## src/rtl/vnorm_pkg.sv

```systemverilog
`timescale 1ns / 1ps
`default_nettype none
package vnorm_pkg;

  localparam int DEF_MAX_DIMS = 4;
  localparam int LANES        = 4;
  localparam int COMP_W       = 16;
  localparam int MAG_W        = COMP_W + 1;
  localparam int SUM_W        = 2 * MAG_W;
  localparam int FRAC_SHIFT   = 16;
  localparam int ROOT_W       = 25;
  localparam int RAD_W        = 2 * ROOT_W;
  localparam int SQ_REM_W     = ROOT_W + 2;
  localparam int DIV_REM_W    = ROOT_W + 1;
  localparam int Q_W          = 15;
  localparam int DIV_PRESHIFT = 22 - Q_W;
  localparam int UNIT_ONE     = 16384;
  localparam int DIMS_W       = 3;

  typedef logic [MAG_W-1:0] mag_t;
  typedef logic [Q_W-1:0]   quot_t;

  typedef struct packed {
    logic [LANES-1:0] neg;
    logic [LANES-1:0] used;
    logic             one_dim;
    logic             zero;
    mag_t [LANES-1:0] mag;
  } meta_t;

  // Saturate a magnitude to one and apply the sign.
  function automatic logic signed [COMP_W-1:0] to_field(input quot_t q, input logic neg);
    logic [COMP_W-1:0] m;
    begin
      m = (q > quot_t'(UNIT_ONE)) ? COMP_W'(UNIT_ONE) : COMP_W'(q);
      to_field = neg ? -$signed(m) : $signed(m);
    end
  endfunction

endpackage
`default_nettype wire

```

## src/rtl/vnorm_sqrt.sv

```systemverilog
`timescale 1ns / 1ps
`default_nettype none
module vnorm_sqrt (
  input  wire logic                        clk,
  input  wire logic                        rst,
  input  wire logic                        adv,
  input  wire logic                        in_valid,
  input  wire logic [vnorm_pkg::RAD_W-1:0] in_rad,
  input  wire vnorm_pkg::meta_t            in_meta,
  output logic                             out_valid,
  output logic [vnorm_pkg::ROOT_W-1:0]     out_root,
  output vnorm_pkg::meta_t                 out_meta
);
  import vnorm_pkg::*;

  logic                valid [ROOT_W];
  logic [RAD_W-1:0]    rad   [ROOT_W];
  logic [SQ_REM_W-1:0] rem   [ROOT_W];
  logic [ROOT_W-1:0]   root  [ROOT_W];
  meta_t               meta  [ROOT_W];

  // One root bit per stage, two radicand bits consumed per stage.
  for (genvar k = 0; k < ROOT_W; k++) begin : g_stage
    logic                p_valid;
    logic [RAD_W-1:0]    p_rad;
    logic [SQ_REM_W-1:0] p_rem;
    logic [ROOT_W-1:0]   p_root;
    meta_t               p_meta;
    logic [SQ_REM_W-1:0] rem_sh;
    logic [SQ_REM_W-1:0] trial;
    logic                ge;

    if (k == 0) begin : g_first
      assign p_valid = in_valid;
      assign p_rad   = in_rad;
      assign p_rem   = '0;
      assign p_root  = '0;
      assign p_meta  = in_meta;
    end else begin : g_next
      assign p_valid = valid[k-1];
      assign p_rad   = rad[k-1];
      assign p_rem   = rem[k-1];
      assign p_root  = root[k-1];
      assign p_meta  = meta[k-1];
    end

    always_comb begin
      rem_sh = {p_rem[SQ_REM_W-3:0], p_rad[RAD_W-1 -: 2]};
      trial  = {p_root, 2'b01};
      ge     = rem_sh >= trial;
    end

    always_ff @(posedge clk) begin
      if (rst) begin
        valid[k] <= 1'b0;
      end else if (adv) begin
        valid[k] <= p_valid;
      end
      if (adv) begin
        rad[k]  <= {p_rad[RAD_W-3:0], 2'b00};
        rem[k]  <= ge ? rem_sh - trial : rem_sh;
        root[k] <= {p_root[ROOT_W-2:0], ge};
        meta[k] <= p_meta;
      end
    end
  end

  assign out_valid = valid[ROOT_W-1];
  assign out_root  = root[ROOT_W-1];
  assign out_meta  = meta[ROOT_W-1];

endmodule
`default_nettype wire

```

## config.mk

```make
export PLATFORM = sky130hd
export DESIGN_NAME = vnorm_sqrt
export DESIGN_NICKNAME = d
export VERILOG_FILES = /design/src/rtl/vnorm_pkg.sv /design/src/rtl/vnorm_sqrt.sv
export SDC_FILE = /design/constraint.sdc
export NUM_CORES = 2
export LEC_CHECK = 0
export BUFFER_PORTS_ARGS = -buffer_cell sky130_fd_sc_hd__buf_4
export CAP_MARGIN = 20
export CELL_PAD_IN_SITES_DETAIL_PLACEMENT = 0
export CELL_PAD_IN_SITES_GLOBAL_PLACEMENT = 2
export CORE_MARGIN = 3
export CORE_UTILIZATION = 48
export DETAILED_ROUTE_END_ITERATION = 12
export PLACE_DENSITY_LB_ADDON = 0.2
export SETUP_SLACK_MARGIN = 0.3
export SLEW_MARGIN = 20
export SYNTH_ARGS = -nofsm -noshare
export SYNTH_HDL_FRONTEND = slang
export SYNTH_MEMORY_MAX_BITS = 65536
export SYNTH_SLANG_ARGS = --single-unit
```

## constraint.sdc

```tcl
create_clock -name clk -period 4.6 [get_ports clk]
set_input_delay 0.92 -clock clk [delete_from_list [all_inputs] [get_ports clk]]
set_output_delay 0.92 -clock clk [all_outputs]
set_load 0.02 [all_outputs]
```

==> impl_metrics.yaml <==
critical_path:
  critPathKind: "flop to flop"
  crit_buf_inv: 1
  worstSetupPathDepth: 11
  startpoint_type: "flop"
  path_cells: "ha_1 -> o21ai_0 -> a22oi_1 -> a21oi_1 -> a21oi_1 -> a31oi_1 -> o31ai_1 -> o31ai_1 -> nand3b_1 -> buf_4 -> mux2_2"
  slowest_stage: "o31ai_1"
  cp.required_ps: 5170
  ff2ff_setup_slack_ps: 690
  crit_path_end_kind: "flop"
  worstReg2RegEnd: "rem[2][140]$_DFFE_PP_"
  cp_data_arrival_time_ps: 4490
  timing.rr.start: "rem[2][108]$_DFFE_PP_"
  cpLargestDelayFamily: "compound AO/OA/AOI/OAI gates"
  rr_worst_depth: 11
  crit_path_max_incr_delay_ps: 510
  cp_max_fo: 24
  critPathLaunch: "rem[2][108]$_DFFE_PP_"
floorplanning:
  io_pins: 236
  die_h_um: 522
  row_count: 188
  core_sq_um: 264000
  initial_core_util: 0.485
  die_x_um: 522
  dieArea_sq_um: 273000
clock_network:
  root_buffer: "clkbuf_16"
  clk_latency_ps: 890
  cts_tree: "built"
  htree_levels: 5
  post_cts_buffers: 0
  cts_buffer_depth: 4
  cts_made_buffers: 351
  clk_pin_slew_ps: 60
  hold_buffers: 0
  cts_resized: 0
  cts.sinks: 3467
logic_synthesis:
  netlist_instances: 7135
  avgSynthCellArea_sq_um: 17.9
  dominantRegCellSynth: "edfxtp_1"
  async_flop_share: 0
  ys_warn_count: 0
  ys_ff_latch: 3467
  ys_seq_area_frac: 0.814
  synth_edf_count: 3467
  synthesis.nets: 7618
  syn_area_sq_um: 128000
  synth_cell_types: 79
global_routing:
  grt_pass1_wl_mm: 316
  grt_usage: 0.143
  grt_max_degree: 149
  grt_pass1_vias: 58400
  grt_antenna_before_repair: 2
  grt_remaining_overflow: 0
detailed_routing:
  routed_via_density: 5.02
  wirelength_mm: 196
  wl_per_cell_um: 17.0
  drc: 0
  maxUsedRoutingLayer: "met4"
  vias: 57900
  routed-wl-met3_mm: 7.49
  postRouteAntennaNets: 0
  drt_iter0_drc: 3711
  wl_met1_mm: 86.3
  route.met2.wl_mm: 95.8
  firstDrtPassIters: 6
placement:
  routabilityCongestion: 0.843
  place_hpwl_mm: 127
  port-buffer-count: 235
  place_area_sq_um: 135000
power:
  p_per_area_nw_per_um2: 507
  peakVddDrop_mv: 0.338
  leakage_nw: 53.1
timing:
  fmaxAchievable_mhz: 256
  slew_headroom: 0.313
  fin_worst_skew_ps: 76.9
  fin_tns_setup_ps: 0
  final_max_slew_viol_count: 0
  whs_ps: 204
  rsz0062_at_grt: "no"
  finalHoldViolCount: 0
  period_share: 0.851
  period_needed_ps: 3910
  setup_viol: 0
  worst_pin_slew_ps: 1000
worst_hold_path:
  hold_depth: 1
  hold_end: "rad[0][13]$_DFFE_PP_"
  min-delay-start: "in_rad[13]"
  hold_path_class: "primary input to flop"
final_layout:
  utilization: 0.554
  drive_gt1_frac: 0.121
  layout_commonest_cell: "edfxtp_1"
  final_cell_mix: "edfxtp_1 (3,467), inv_1 (435), clkbuf_16 (352), ha_1 (351), nand2_1 (334)"
  syn_to_final_growth_pct: 14.3
  nets: 8227
  finish.instance_area_sq_um: 146000
run:
  cap_violations: 0
run_status:
  status: "finished clean"
worst max path at each step:
stage,to,slack (ps)
global route,rem[2][169]$_DFFE_PP_,440
global placement,rem[0][145]$_DFFE_PP_,780
floorplan,rem[0][145]$_DFFE_PP_,1190
detailed placement,rem[0][105]$_DFFE_PP_,740
CTS,rem[0][87]$_DFFE_PP_,740
finish,rem[2][140]$_DFFE_PP_,690
cell usage after synthesis (all sizes together) (7+ instances only):
master	number	area (sq um)
a2111oi	8	76.3
a211o	9	78.8
a211oi	34	255
a21boi	15	113
a21o	129	968
a21oi	318	1590
a31oi	24	156
and2	42	263
and3	31	194
and4	9	78.8
buf	10	43.8
clkbuf	76	285
edfxtp	3467	104000
ha	351	4390
inv	435	1630
mux2	79	890
mux2i	8	80.1
nand2	336	1270
nand2b	73	457
nand3	60	305
nand3b	15	113
nand4	45	282
nand4b	7	61.3
nor2	280	1050
nor2b	41	257
nor3	133	666
nor3b	7	52.6
nor4	59	369
o2111ai	8	70.1
o211ai	19	143
o21a	63	473
o21ai	245	1230
o21bai	28	210
o31a	9	78.8
o31ai	34	255
or2	25	156
or3	40	255
or4	24	199
xnor2	261	2290
xor2	191	1670
flip-flops by register name, indices dropped and copies added (netlist names):
name	flops
root	325
rad	600
valid	25
rem	567
meta	1950
per-layer routing:
layer  up-vias  GRT usage
met5         -          0
met4         0     0.0514
met3       415     0.0211
met2       965      0.239
met1     28100      0.193
li1      28500          -
final cells by class:
cell class              count  area (sq um)
diodes                      1          2.50
clock buffers             413          9040
clock inverters           229          2130
fillers                 20300        118000
inverters                 435          1630
multi-input cells        3147         21900
flip-flops and latches   3467        104000
well taps                3515          4400
repair buffers            342          2980
logic make-up (layout without fill, tap and decap cells):
family | after synthesis | after routing | share of synthesized area
AOI/OAI and AO/OA | 1011 | 1011 | 0.0493
xor gates and xnor gates | 452 | 452 | 0.0310
adders and majority gates | 351 | 351 | 0.0343
buffers and inverters | 521 | 1419 | 0.0153
DFF | 3467 | 3467 | 0.814
muxes | 87 | 87 | 0.00758
other | 1 | 2 | 0.0000293
and+or+nand+nor | 1245 | 1245 | 0.0484
power breakdown:
| group | internal (W) | leakage, nW | total, W | switching (W) |
|---|---|---|---|---|
| logic | 0.00318 | 14.0 | 0.00747 | 0.00428 |
| registers | 0.0381 | 33.7 | 0.0394 | 0.00127 |
| clock network | 0.0158 | 5.47 | 0.0273 | 0.0115 |
worst reg2reg max path, cell delays in order (launching register included):
cell      delay [ps]
edfxtp_1         390
ha_1             360
o21ai_0          160
a22oi_1          410
a21oi_1          220
a21oi_1          320
a31oi_1          250
o31ai_1          510
o31ai_1          160
nand3b_1         130
buf_4            350
mux2_2           410
per-stage QoR:
stage | instances | total power (W) | setup WS, ps
6_report | 11500 | 0.0741 | 687
5_1_grt | 11500 | 0.0777 | 440
4_1_cts | 11500 | 0.0753 | 742
3_5_place_dp | 10900 | 0.0476 | 739
3_3_place_gp | 10900 | 0.0474 | 780
2_1_floorplan | 7135 | 0.0447 | 1190
(Power assumes the default switching activity.)
